--- src/sv/stm_pkg.sv ---
`timescale 1ns / 1ps
// ----------------------------------------------------------------------------
// stm_pkg: shared types and constants for the threshold monitor
// Register indexes, function codes, stream packing widths and the
// control/result structs passed between pipeline stages.
// ----------------------------------------------------------------------------
package stm_pkg;

	localparam int Q_W          = 32;   // Q16.16 value width
	localparam int PROD_W       = 64;   // full product width
	localparam int HYST_W       = 31;
	localparam int PAIR_W       = 64;
	localparam int NUM_ALARMS   = 6;
	localparam int MAX_LEVELS   = 3;
	localparam int LEVELS_DEFAULT = 3;
	localparam int LEVEL_W      = 2;
	localparam int CFG_IDX_W    = 3;
	localparam int IN_TDATA_W   = 40;
	localparam int OUT_TDATA_W  = 56;

	// register indexes
	localparam logic [CFG_IDX_W-1:0] REG_GAIN          = 3'd0;
	localparam logic [CFG_IDX_W-1:0] REG_OFFSET        = 3'd1;
	localparam logic [CFG_IDX_W-1:0] REG_HYST          = 3'd2;
	localparam logic [CFG_IDX_W-1:0] REG_WARNING_PAIR  = 3'd3;
	localparam logic [CFG_IDX_W-1:0] REG_CRITICAL_PAIR = 3'd4;
	localparam logic [CFG_IDX_W-1:0] REG_SHUTDOWN_PAIR = 3'd5;
	localparam logic [CFG_IDX_W-1:0] REG_ENABLE_MASK   = 3'd6;

	// func codes
	localparam logic FUNC_READING = 1'b0;
	localparam logic FUNC_FORCED  = 1'b1;

	// status codes
	localparam logic STATUS_OK      = 1'b0;
	localparam logic STATUS_REFUSED = 1'b1;

	localparam logic [Q_W-1:0] Q_MAX = 32'h7FFF_FFFF;
	localparam logic [Q_W-1:0] Q_MIN = 32'h8000_0000;
	localparam logic [Q_W-1:0] GAIN_RESET = 32'h0001_0000;

	typedef logic signed [Q_W-1:0] q16_t;

	typedef struct packed {
		logic               func;
		logic               available;
		logic               functional;
		logic [LEVEL_W-1:0] level;
		logic               direction;
		logic               forced_alarm;
	} ctl_t;

	typedef struct packed {
		logic                  status;
		logic                  normal_range_event;
		logic [NUM_ALARMS-1:0] deasserted_events;
		logic [NUM_ALARMS-1:0] asserted_events;
		logic [NUM_ALARMS-1:0] alarm_bits;
		logic                  value_valid;
		q16_t                  scaled_value;
	} res_t;

endpackage

--- src/sv/stm_cfg_regs.sv ---
`timescale 1ns / 1ps
// ----------------------------------------------------------------------------
// stm_cfg_regs: configuration register file
// Holds gain, offset, hysteresis, per-level thresholds and the enable mask;
// registers the hysteresis release bounds for each threshold.
// ----------------------------------------------------------------------------
module stm_cfg_regs #(
	parameter int LEVELS = stm_pkg::LEVELS_DEFAULT
) (
	input  logic                                clk,
	input  logic                                arst_n,
	input  logic                                cfg_we,
	input  logic [stm_pkg::CFG_IDX_W-1:0]       cfg_index,
	input  logic [stm_pkg::PAIR_W-1:0]          cfg_wdata,
	output stm_pkg::q16_t                       gain,
	output stm_pkg::q16_t                       offset,
	output logic [LEVELS-1:0][stm_pkg::Q_W-1:0] hi_th,
	output logic [LEVELS-1:0][stm_pkg::Q_W:0]   hi_clr,
	output logic [LEVELS-1:0][stm_pkg::Q_W-1:0] lo_th,
	output logic [LEVELS-1:0][stm_pkg::Q_W:0]   lo_clr,
	output logic [stm_pkg::NUM_ALARMS-1:0]      enable
);

	localparam logic [stm_pkg::NUM_ALARMS-1:0] LVL_MASK =
		stm_pkg::NUM_ALARMS'((1 << (2 * LEVELS)) - 1);

	stm_pkg::q16_t                       gain_q;
	stm_pkg::q16_t                       offset_q;
	logic [stm_pkg::HYST_W-1:0]          hyst_q;
	logic [LEVELS-1:0][stm_pkg::Q_W-1:0] hi_q;
	logic [LEVELS-1:0][stm_pkg::Q_W-1:0] lo_q;
	logic [LEVELS-1:0][stm_pkg::Q_W:0]   hi_clr_q;
	logic [LEVELS-1:0][stm_pkg::Q_W:0]   lo_clr_q;
	logic [stm_pkg::NUM_ALARMS-1:0]      enable_q;

	always_ff @(posedge clk or negedge arst_n) begin
		if (!arst_n) begin
			gain_q   <= stm_pkg::GAIN_RESET;
			offset_q <= '0;
			hyst_q   <= '0;
			hi_q     <= '0;
			lo_q     <= '0;
			enable_q <= '0;
		end else if (cfg_we) begin
			case (cfg_index)
				stm_pkg::REG_GAIN:        gain_q   <= cfg_wdata[stm_pkg::Q_W-1:0];
				stm_pkg::REG_OFFSET:      offset_q <= cfg_wdata[stm_pkg::Q_W-1:0];
				stm_pkg::REG_HYST:        hyst_q   <= cfg_wdata[stm_pkg::HYST_W-1:0];
				stm_pkg::REG_ENABLE_MASK: enable_q <= cfg_wdata[stm_pkg::NUM_ALARMS-1:0];
				default: ;
			endcase
			// pair registers follow on consecutive indexes, one per level kept
			for (int l = 0; l < LEVELS; l++) begin
				if (int'(cfg_index) == int'(stm_pkg::REG_WARNING_PAIR) + l) begin
					hi_q[l] <= cfg_wdata[stm_pkg::PAIR_W-1:stm_pkg::Q_W];
					lo_q[l] <= cfg_wdata[stm_pkg::Q_W-1:0];
				end
			end
		end
	end

	// release bounds: high clears below th - hyst, low clears above th + hyst
	always_ff @(posedge clk or negedge arst_n) begin
		if (!arst_n) begin
			hi_clr_q <= '0;
			lo_clr_q <= '0;
		end else begin
			for (int l = 0; l < LEVELS; l++) begin
				hi_clr_q[l] <= {hi_q[l][stm_pkg::Q_W-1], hi_q[l]} - {2'b00, hyst_q};
				lo_clr_q[l] <= {lo_q[l][stm_pkg::Q_W-1], lo_q[l]} + {2'b00, hyst_q};
			end
		end
	end

	assign gain   = gain_q;
	assign offset = offset_q;
	assign hi_th  = hi_q;
	assign lo_th  = lo_q;
	assign hi_clr = hi_clr_q;
	assign lo_clr = lo_clr_q;
	assign enable = enable_q & LVL_MASK;

endmodule

--- src/sv/stm_mult.sv ---
`timescale 1ns / 1ps
// ----------------------------------------------------------------------------
// stm_mult: reading times gain, registered
// Full 32x32 signed product into the second pipeline stage, with the
// item's control fields carried alongside.
// ----------------------------------------------------------------------------
module stm_mult (
	input  logic                                clk,
	input  logic                                arst_n,
	input  logic                                load,
	input  logic                                valid_in,
	input  stm_pkg::q16_t                       raw_s1,
	input  stm_pkg::ctl_t                       ctl_s1,
	input  stm_pkg::q16_t                       gain,
	output logic                                valid_s2,
	output logic signed [stm_pkg::PROD_W-1:0]   product_s2,
	output stm_pkg::ctl_t                       ctl_s2
);

	logic signed [stm_pkg::PROD_W-1:0] product;
	logic                              valid_q;

	assign product = raw_s1 * gain;

	always_ff @(posedge clk or negedge arst_n) begin
		if (!arst_n) begin
			valid_q <= 1'b0;
		end else if (load) begin
			valid_q <= valid_in;
		end
	end

	always_ff @(posedge clk) begin
		if (load) begin
			product_s2 <= product;
			ctl_s2     <= ctl_s1;
		end
	end

	assign valid_s2 = valid_q;

endmodule

--- src/sv/stm_alarm_eval.sv ---
`timescale 1ns / 1ps
// ----------------------------------------------------------------------------
// stm_alarm_eval: offset, saturation and threshold evaluation
// Adds the offset, saturates to Q16.16, applies the hysteresis thresholds
// or a forced event, and owns the alarm flag register.
// ----------------------------------------------------------------------------
module stm_alarm_eval #(
	parameter int LEVELS = stm_pkg::LEVELS_DEFAULT
) (
	input  logic                                clk,
	input  logic                                arst_n,
	input  logic                                upd,
	input  logic signed [stm_pkg::PROD_W-1:0]   product_s2,
	input  stm_pkg::ctl_t                       ctl_s2,
	input  stm_pkg::q16_t                       offset,
	input  logic [LEVELS-1:0][stm_pkg::Q_W-1:0] hi_th,
	input  logic [LEVELS-1:0][stm_pkg::Q_W:0]   hi_clr,
	input  logic [LEVELS-1:0][stm_pkg::Q_W-1:0] lo_th,
	input  logic [LEVELS-1:0][stm_pkg::Q_W:0]   lo_clr,
	input  logic [stm_pkg::NUM_ALARMS-1:0]      enable,
	output stm_pkg::res_t                       res
);

	localparam int NA = stm_pkg::NUM_ALARMS;

	logic [NA-1:0] alarm_q;
	logic [NA-1:0] alarm_d;

	always_comb begin
		logic signed [stm_pkg::PROD_W-1:0] sum;
		stm_pkg::q16_t                     sat;
		logic signed [stm_pkg::Q_W:0]      v33;
		logic [NA-1:0]                     read_new;
		logic [NA+1:0]                     en8;
		logic [NA+1:0]                     forced8;
		logic [2:0]                        fbit;
		logic                              forced_ok;
		logic                              usable;
		logic [NA-1:0]                     asr;
		logic [NA-1:0]                     dsr;
		logic [NA-1:0]                     low_m;
		logic                              nr;

		sum = product_s2 + {{(stm_pkg::PROD_W - stm_pkg::Q_W){offset[stm_pkg::Q_W-1]}}, offset};
		if (~|sum[stm_pkg::PROD_W-1:stm_pkg::Q_W-1] || &sum[stm_pkg::PROD_W-1:stm_pkg::Q_W-1]) begin
			sat = sum[stm_pkg::Q_W-1:0];
		end else if (sum[stm_pkg::PROD_W-1]) begin
			sat = stm_pkg::Q_MIN;
		end else begin
			sat = stm_pkg::Q_MAX;
		end
		v33 = {sat[stm_pkg::Q_W-1], sat};

		// hysteresis compare per threshold; even bit high, odd bit low
		read_new = alarm_q;
		for (int l = 0; l < LEVELS; l++) begin
			if (enable[2*l]) begin
				if (sat >= $signed(hi_th[l]))
					read_new[2*l] = 1'b1;
				else if (v33 < $signed(hi_clr[l]))
					read_new[2*l] = 1'b0;
			end
			if (enable[2*l+1]) begin
				if (sat <= $signed(lo_th[l]))
					read_new[2*l+1] = 1'b1;
				else if (v33 > $signed(lo_clr[l]))
					read_new[2*l+1] = 1'b0;
			end
		end

		fbit      = {ctl_s2.level, ctl_s2.direction};
		en8       = {2'b00, enable};
		forced_ok = (ctl_s2.level < 2'(LEVELS)) && en8[fbit];
		forced8   = {2'b00, alarm_q};
		forced8[fbit] = ctl_s2.forced_alarm;

		usable = ctl_s2.available & ctl_s2.functional;

		res = '0;
		res.status = stm_pkg::STATUS_OK;
		if (ctl_s2.func == stm_pkg::FUNC_FORCED) begin
			res.scaled_value = sat;
			res.value_valid  = 1'b1;
			if (forced_ok) begin
				alarm_d = forced8[NA-1:0];
			end else begin
				alarm_d    = alarm_q;
				res.status = stm_pkg::STATUS_REFUSED;
			end
		end else if (usable) begin
			res.scaled_value = sat;
			res.value_valid  = 1'b1;
			alarm_d          = read_new;
		end else begin
			alarm_d = alarm_q;
		end

		asr = alarm_d & ~alarm_q;
		dsr = alarm_q & ~alarm_d;

		// thresholds are applied in bit order: normal range when a deassert
		// leaves the new low bits and the still untouched high bits all clear
		nr = 1'b0;
		for (int k = 0; k < NA; k++) begin
			low_m = NA'((1 << (k + 1)) - 1);
			if (dsr[k] && ((alarm_d & low_m) == '0) && ((alarm_q & ~low_m) == '0))
				nr = 1'b1;
		end

		res.alarm_bits         = alarm_d;
		res.asserted_events    = asr;
		res.deasserted_events  = dsr;
		res.normal_range_event = nr;
	end

	always_ff @(posedge clk or negedge arst_n) begin
		if (!arst_n) begin
			alarm_q <= '0;
		end else if (upd) begin
			alarm_q <= alarm_d;
		end
	end

endmodule

--- src/sv/sensor_threshold_hysteresis_monitor.sv ---
`timescale 1ns / 1ps
// An accepted word moves through the input, product and result registers to m_axis.
// Throughput: one word per cycle unless m_axis_tready stalls; the alarm flag
//   register loops in the last stage: each word sees its predecessor's flags.
// Reset (arst_n low, asynchronous): pipeline empty, alarms clear, gain 1.0,
//   offset, hysteresis, thresholds and enable mask zero.
// ----------------------------------------------------------------------------
// sensor_threshold_hysteresis_monitor: multi-level alarm with hysteresis
// Scales a raw reading to Q16.16 (raw*gain+offset, saturated), checks 2*LEVELS
// enabled thresholds with hysteresis or applies a forced alarm event, and
// reports the alarm flags with assert, deassert and normal-range events.
// ----------------------------------------------------------------------------
module sensor_threshold_hysteresis_monitor #(
	parameter int LEVELS = stm_pkg::LEVELS_DEFAULT
) (
	input  logic                                clk,
	input  logic                                arst_n,
	// configuration write port
	input  logic                                cfg_we,
	input  logic [stm_pkg::CFG_IDX_W-1:0]       cfg_index,
	input  logic [stm_pkg::PAIR_W-1:0]          cfg_wdata,
	// input stream
	input  logic                                s_axis_tvalid,
	output logic                                s_axis_tready,
	// raw_reading[31:0], available[32], functional[33], level[35:34],
	// direction[36], forced_alarm[37], zero [39:38]
	input  logic [stm_pkg::IN_TDATA_W-1:0]      s_axis_tdata,
	// func[0]
	input  logic                                s_axis_tuser,
	// result stream
	output logic                                m_axis_tvalid,
	input  logic                                m_axis_tready,
	// scaled_value[31:0], value_valid[32], alarm_bits[38:33],
	// asserted_events[44:39], deasserted_events[50:45],
	// normal_range_event[51], status[52], zero [55:53]
	output logic [stm_pkg::OUT_TDATA_W-1:0]     m_axis_tdata
);

	localparam int NA = stm_pkg::NUM_ALARMS;

	// ---------------------------------------------------------------- config
	stm_pkg::q16_t                       gain;
	stm_pkg::q16_t                       offset;
	logic [LEVELS-1:0][stm_pkg::Q_W-1:0] hi_th;
	logic [LEVELS-1:0][stm_pkg::Q_W:0]   hi_clr;
	logic [LEVELS-1:0][stm_pkg::Q_W-1:0] lo_th;
	logic [LEVELS-1:0][stm_pkg::Q_W:0]   lo_clr;
	logic [NA-1:0]                       enable;

	stm_cfg_regs #(.LEVELS(LEVELS)) u_cfg (
		.clk       (clk),
		.arst_n    (arst_n),
		.cfg_we    (cfg_we),
		.cfg_index (cfg_index),
		.cfg_wdata (cfg_wdata),
		.gain      (gain),
		.offset    (offset),
		.hi_th     (hi_th),
		.hi_clr    (hi_clr),
		.lo_th     (lo_th),
		.lo_clr    (lo_clr),
		.enable    (enable)
	);

	// ------------------------------------------------------ pipeline control
	// Each stage loads when it is empty or its successor moves, so bubbles
	// collapse and new words are taken until a waiting result fills all stages.
	logic valid_s1;
	logic valid_s2;
	logic out_valid_q;
	logic adv_out;
	logic adv_s2;
	logic adv_s1;

	assign adv_out       = !out_valid_q || m_axis_tready;
	assign adv_s2        = !valid_s2 || adv_out;
	assign adv_s1        = !valid_s1 || adv_s2;
	assign s_axis_tready = adv_s1;

	// ---------------------------------------------------- stage 1: input reg
	stm_pkg::q16_t raw_s1;
	stm_pkg::ctl_t ctl_s1;

	always_ff @(posedge clk or negedge arst_n) begin
		if (!arst_n) begin
			valid_s1 <= 1'b0;
		end else if (adv_s1) begin
			valid_s1 <= s_axis_tvalid;
		end
	end

	always_ff @(posedge clk) begin
		if (adv_s1 && s_axis_tvalid) begin
			raw_s1              <= s_axis_tdata[31:0];
			ctl_s1.func         <= s_axis_tuser;
			ctl_s1.available    <= s_axis_tdata[32];
			ctl_s1.functional   <= s_axis_tdata[33];
			ctl_s1.level        <= s_axis_tdata[35:34];
			ctl_s1.direction    <= s_axis_tdata[36];
			ctl_s1.forced_alarm <= s_axis_tdata[37];
		end
	end

	// ------------------------------------------------- stage 2: gain product
	logic signed [stm_pkg::PROD_W-1:0] product_s2;
	stm_pkg::ctl_t                     ctl_s2;

	stm_mult u_mult (
		.clk        (clk),
		.arst_n     (arst_n),
		.load       (adv_s2),
		.valid_in   (valid_s1),
		.raw_s1     (raw_s1),
		.ctl_s1     (ctl_s1),
		.gain       (gain),
		.valid_s2   (valid_s2),
		.product_s2 (product_s2),
		.ctl_s2     (ctl_s2)
	);

	// ----------------------------------- stage 3: offset, thresholds, alarms
	// Alarm flags update exactly when a word moves into the result register.
	stm_pkg::res_t res_d;
	stm_pkg::res_t res_q;

	stm_alarm_eval #(.LEVELS(LEVELS)) u_eval (
		.clk        (clk),
		.arst_n     (arst_n),
		.upd        (adv_out && valid_s2),
		.product_s2 (product_s2),
		.ctl_s2     (ctl_s2),
		.offset     (offset),
		.hi_th      (hi_th),
		.hi_clr     (hi_clr),
		.lo_th      (lo_th),
		.lo_clr     (lo_clr),
		.enable     (enable),
		.res        (res_d)
	);

	always_ff @(posedge clk or negedge arst_n) begin
		if (!arst_n) begin
			out_valid_q <= 1'b0;
		end else if (adv_out) begin
			out_valid_q <= valid_s2;
		end
	end

	always_ff @(posedge clk) begin
		if (adv_out && valid_s2) begin
			res_q <= res_d;
		end
	end

	assign m_axis_tvalid = out_valid_q;
	assign m_axis_tdata  = {3'b000,
		res_q.status,
		res_q.normal_range_event,
		res_q.deasserted_events,
		res_q.asserted_events,
		res_q.alarm_bits,
		res_q.value_valid,
		res_q.scaled_value};

`ifndef SYNTHESIS
	// a refused forced event changes nothing
	a_refused_quiet: assert property (@(posedge clk) disable iff (!arst_n)
		(out_valid_q && res_q.status == stm_pkg::STATUS_REFUSED) |->
		(res_q.asserted_events == '0 && res_q.deasserted_events == '0))
		else $error("refused forced event reported alarm events");

	// an alarm cannot both assert and deassert in one word
	a_events_disjoint: assert property (@(posedge clk) disable iff (!arst_n)
		out_valid_q |-> ((res_q.asserted_events & res_q.deasserted_events) == '0))
		else $error("alarm both asserted and deasserted");

	// normal range comes only with a deassert; a later bit in the walk may
	// still assert, so the final flags need not be clear
	a_normal_range: assert property (@(posedge clk) disable iff (!arst_n)
		(out_valid_q && res_q.normal_range_event) |->
		(res_q.deasserted_events != '0))
		else $error("normal-range event without a deassert");

	// an unusable reading yields zero value and leaves alarms alone
	a_unusable: assert property (@(posedge clk) disable iff (!arst_n)
		(out_valid_q && !res_q.value_valid) |->
		(res_q.scaled_value == '0 && res_q.asserted_events == '0 &&
		 res_q.deasserted_events == '0))
		else $error("unusable reading changed alarms or value");

	// the alarm flags reported follow from the events of this word
	a_flags_follow: assert property (@(posedge clk) disable iff (!arst_n)
		out_valid_q |-> (((res_q.alarm_bits & res_q.asserted_events) ==
		res_q.asserted_events) && ((res_q.alarm_bits & res_q.deasserted_events) == '0)))
		else $error("alarm flags disagree with reported events");
`endif

endmodule

--- config.mk ---
export PLATFORM = sky130hd
export DESIGN_NAME = sensor_threshold_hysteresis_monitor
export DESIGN_NICKNAME = d
export VERILOG_FILES = /design/src/sv/stm_pkg.sv /design/src/sv/stm_cfg_regs.sv /design/src/sv/stm_mult.sv /design/src/sv/stm_alarm_eval.sv /design/src/sv/sensor_threshold_hysteresis_monitor.sv
export SDC_FILE = /design/constraint.sdc
export NUM_CORES = 2
export LEC_CHECK = 0
export BUFFER_PORTS_ARGS = -buffer_cell sky130_fd_sc_hd__buf_4
export CAP_MARGIN = 10
export CORE_UTILIZATION = 30
export CTS_CLUSTER_SIZE = 20
export DETAILED_ROUTE_END_ITERATION = 10
export PLACE_DENSITY = 0.45
export SLEW_MARGIN = 20
export SYNTH_ARGS = -nofsm -noshare
export SYNTH_HDL_FRONTEND = slang
export SYNTH_SLANG_ARGS = --single-unit
export TNS_END_PERCENT = 5
--- constraint.sdc ---
create_clock -name clk -period 16.94 [get_ports clk]
set_input_delay 3.388 -clock clk [delete_from_list [all_inputs] [get_ports clk]]
set_output_delay 3.388 -clock clk [all_outputs]
set_load 0.02 [all_outputs]
-- After elaboration in Yosys (flattened, before gate mapping)
Index checks and enable logic that the tools add are counted.
W data, S select, Z words.
- bits in registers: 663
- logic and storage cells: 152
- bits of input ports: 113
- mux-type cells: 32
- equal/unequal tests: 6
- order comparisons: 15
- bitwise logic cells: 5
- reduce and logical (&&, ||, !) cells: 45
- add/subtract/negate cells: 7
- multipliers: 1
- operators by type and width (operator ; count):
    $add A32 B32 Y33 ; 3
    $gt A32 B33 Y1 ; 3
    $lt A32 B33 Y1 ; 3
    $sub A32 B32 Y33 ; 3
    $ge A32 B32 Y1 ; 3
    $le A32 B32 Y1 ; 3
    $mux W32 ; 3
    $logic_not A6 Y1 ; 11
    $add A64 B64 Y64 ; 1
    $mul A32 B32 Y64 ; 1
    $mux W33 ; 1
    $reduce_and A33 Y1 ; 1
    $reduce_or A33 Y1 ; 1
    $mux W1 ; 22
    $mux W6 ; 3
    $logic_and A1 B1 Y1 ; 15
    $reduce_and A2 Y1 ; 7
    $and A6 B6 Y6 ; 2
    $eq A3 B3 Y1 const B ; 4
    $not A6 Y6 ; 2
    $bwmux W8 ; 1
    $reduce_or A5 Y1 ; 1
    $logic_not A1 Y1 ; 4
    $logic_or A1 B1 Y1 ; 4
    other kinds (9) ; 9

-- Depth between registers and ports, before layout
- depth in word-level cells: 16
- gate-level depth with buffers: 37
- depth with buffers taken out: 36

-- Cells and area by module
Synthesis repeated with hierarchy kept, for this count alone.
- cell total of the unflattened synthesis: 8623
- area, all modules: 82908.3 sq um
- by module, submodules not included (module ; area an instance (sq um) ; times used ; cells an instance):
    stm_mult ; 38234.2 ; 1 ; 3925
    stm_cfg_regs ; 25659.6 ; 1 ; 2274
    stm_alarm_eval ; 16111.7 ; 1 ; 2319
    sensor_threshold_hysteresis_monitor ; 2902.8 ; 1 ; 105

-- Worst setup path before layout
Ideal clock, no wire load.
- path type: reg-to-reg
- start: register u_cfg.offset_q[31], in the netlist u_cfg.offset[31]
- end: register res_q, in the netlist m_axis_tdata[51] (data pin)
- clock period less this slack: 8380 ps
- buffers on the path: 2
- slack: 8560 ps
- cell stages (with the launch flop): 34
- data arrival time: 8235 ps
- cells stage by stage: dfrtp_1 -> ha_1 -> clkbuf_1 -> a21oi_1 -> a21boi_0 -> a311oi_1 -> o211ai_1 -> and2_1 -> mux2_2 -> nor4_1 -> nand4_1 -> a2111oi_0 -> nand4_1 -> or4_1 -> o31ai_4 -> clkbuf_1 -> a21o_1 -> ha_1 -> nor2b_1 -> o21a_1 -> o21a_1 -> o21a_1 -> o21a_1 -> o21a_1 -> o21a_1 -> o21ai_0 -> a21boi_0 -> or4_1 -> a32o_1 -> a311oi_1 -> and2_1 -> a22oi_1 -> or4_1 -> o21ai_1
- RTL lines (item ; RTL line ; source):
    start: declaration ; stm_cfg_regs.sv:28 ; stm_pkg::q16_t offset_q;
    start signal: assignment ; stm_cfg_regs.sv:47 ; stm_pkg::REG_OFFSET: offset_q <= cfg_wdata[stm_pkg::Q_W-1:0];
    end signal: assignment ; sensor_threshold_hysteresis_monitor.sv:151 ; res_q <= res_d;
    end: declaration ; sensor_threshold_hysteresis_monitor.sv:124 ; stm_pkg::res_t res_q;

==> results.md <==
- Worst path max stage delay: 0.76 ns
- # Post-CTS Setup Buffers: 0
- Register area share after synthesis: 21.7%
- Skew-Pair Late Insertion Delay: about 0.7 ns
- Fmax: 100 MHz
- CP arrival: 10.52 ns
- Endpoints failing setup: 0
- Layout cell share with drive strength beyond 1: 7.83%
- RSZ-0062 raised after global routing: no
- Internal reg-to-reg setup slack: 6.96 ns
- Top_reg_cell synth: dfrtp_1
- Top cells by area, synth: fa_1 (27%), dfrtp_1 (16%), ha_1 (13%)
- Placed Cells: 12032
- Pin count of the biggest net entering global routing: 137
- Tcrit/Tclk final: 58.9%
- Distinct cells, synth: 97
- CTS Root Buffer Type: clkbuf_16
- Storage element area: approximately 0.017 mm2
- Post-synthesis cell count: 8495
- Vias per Instance: 4.86
- CTS max path bufs: 3
- Syn Std Cell Area: ~0.080 mm2
- Drt pass-1 iters: 11
- GRT Total Usage: 18.6%
- Setup crit end kind: flop
- Final wirelength: 247000 um
- Core area: 0.266 mm2
- Largest area contributor in the netlist: fa_1
- Critical path class: flop to flop
- Antenna-violating nets left: 0
- Port Buffers: 165
- Via count: 59304
- Global-route wire length before repair: 383000 um
- Top-area cell type share of the netlist area: 27.2%
- Crit path max fanout: 34
- GR Overflow Total: 0
- Mapped Avg Cell Area: 9.44 um2
- Post-synth EDFFs: 163
- Number of I/O pins: 171
- Initial antenna violation count: 23
- TritonCTS clock tree: built
- Synth-to-Final Area Change: 10.3%
- Setup TNS: 0 ns
- Async S/R FF share, synth: around 75%
- Seq cells post-synth: ~660
- # Max-Cap Violations: 0
- RePlAce Congestion: 0.862
- Max Slew Vio Count: 0
- Num CTS Buffers: 83
- Max transition margin: 27.0%
- Die footprint: between 0.2 and 0.3 mm2
- Placement Rows: 189
- Fillers: 27315
- Post-DP HPWL: 190000 um
- Worst-margin pin slew: 1.08 ns
- Min Tclk post-route: 9.98 ns
- Worst EP required: 17.48 ns
- Number of global-route vias before repair: 64229
- Cell Count, Final, Fillers Out: 12192
- Initial DRC Count: 3042
- Drt drc: 23
- CP dominant cell by count: o21a_1
- Sink Count: between 600 and 700
- Final hold vios: 0
- Failing checks: DRC
- Post-cts hold buffer count: 0
- CP max stage cell: a311oi_1
- Critical Path Start Type: flop
- Die Y: 519 um
- Clock transition at the register clock pins on the worst setup and hold paths after CTS: 0.06 ns
- Status: finished, violations left
- Final #Nets: approximately 11000
- Worst Hold Class: flop to flop
- Initial Utilization: 30.2%
- Area used by multi-input combinational logic: 0.0557 mm2
- Clock skew: between 0.03 and 0.04 ns
- Die width: 519 um
- Post-CTS sizing: 0
- Synth warn: 0
- Wire per inst: just over 20 um
- CTS H-tree depth: 3
worst max-delay path, delay by kind of cell, from the launching register on:
kind | cells | cell delay, ns
compound gates | 19 | 4.68
fa+ha+maj | 2 | 0.67
buf+inv | 4 | 1.26
flops | 1 | 0.32
mux | 1 | 0.26
simple gates | 9 | 2.57
cells by family (layout without fill, tap and decap cells):
kind of cell	Yosys count	in the layout	synth area share, %
and+or+nand+nor	2340	2340	14.0
adders and majority gates	1909	1909	40.0
buffers and inverters	1903	2061	8.92
AOI/OAI and AO/OA	1211	1211	9.63
DFF	663	663	21.7
xor gates and xnor gates	258	258	2.82
muxes	210	210	2.94
other	1	7	0.00468
path summary, 6_finish.rpt:
check | start | to | cells after the start
max | u_cfg.offset[31] | m_axis_tdata[51] | 35
min in group asynchronous | arst_n | u_cfg.hi_clr[67] | 1
max reg2reg | u_cfg.offset[31] | m_axis_tdata[51] | 35
max in group asynchronous | arst_n | u_cfg.gain[13] | 3
min | ctl_s1[2] | u_mult.ctl_s2[2] | 0
min reg2reg | ctl_s1[2] | u_mult.ctl_s2[2] | 0
cell usage after synthesis, types with 27 or more instances:
master / count
a211oi_1: 31
a21o_1: 168
a21oi_1: 323
a31oi_1: 27
and2_1: 295
and3_1: 40
clkbuf_1: 273
dfrtp_1: 499
edfxtp_1: 163
fa_1: 1089
ha_1: 820
inv_1: 1621
mux2_2: 202
nand2_1: 1045
nand2b_1: 126
nand3_1: 90
nand4_1: 127
nor2_1: 271
nor2b_1: 120
nor3_1: 100
o21a_1: 81
o21ai_0: 335
or3_1: 36
xnor2_1: 186
xor2_1: 72
registers in the layout (all words and copies together), names as in the netlist, 6 cells and up:
signal,cells
ctl_s1,7
m_axis_tdata,53
raw_s1,32
u_cfg.enable,6
u_cfg.gain,32
u_cfg.hi_clr,99
u_cfg.hi_th,96
u_cfg.hyst_q,31
u_cfg.lo_clr,99
u_cfg.lo_th,96
u_cfg.offset,32
u_eval.alarm_q,6
u_mult.ctl_s2,7
u_mult.product_s2,64
through the flow:
step	util, %	worst slack, ns	hold slack [ns]	area [um2]
2_1_floorplan	-	8.56	0.400	80200
3_3_place_gp	32.3	6.88	0.408	85800
3_5_place_dp	32.3	6.88	0.406	85800
4_1_cts	33.3	6.85	0.421	88400
5_1_grt	33.3	6.17	0.434	88500
6_report	33.3	6.96	0.420	88500
routing by layer:
| layer | vias up | track usage [%] | routed length (um) |
|---|---|---|---|
| met1 | 30251 | 24.4 | 111000 |
| met2 | 1232 | 32.5 | 121000 |
| met3 | 337 | 1.94 | 9320 |
| met5 | - | 0 | 0 |
| met4 | 0 | 4.52 | 6150 |
| li1 | 27484 | - | - |
placed cells by master, fill, tap and decap left out, drive strengths merged, types with 202 or more instances in the layout:
master,instances
a21oi,325
and2,295
buf,282
dfrtp,499
fa,1089
ha,820
inv,1624
mux2,202
nand2,1047
nor2,271
o21ai,346
layout make-up:
cell class                      instances  area share (%)
Tap cell                             3533            5.00
Sequential cell                       663            19.7
Clock inverter                         45           0.467
Multi-Input combinational cell       5931            63.0
Inverter                             1623            6.89
Timing Repair Buffer                  282            2.42
Clock buffer                          111            2.56
Antenna cell                            4          0.0113
Power is not shown: default switching activity piles up to over one toggle a cycle in this logic, so the estimate is an artifact.
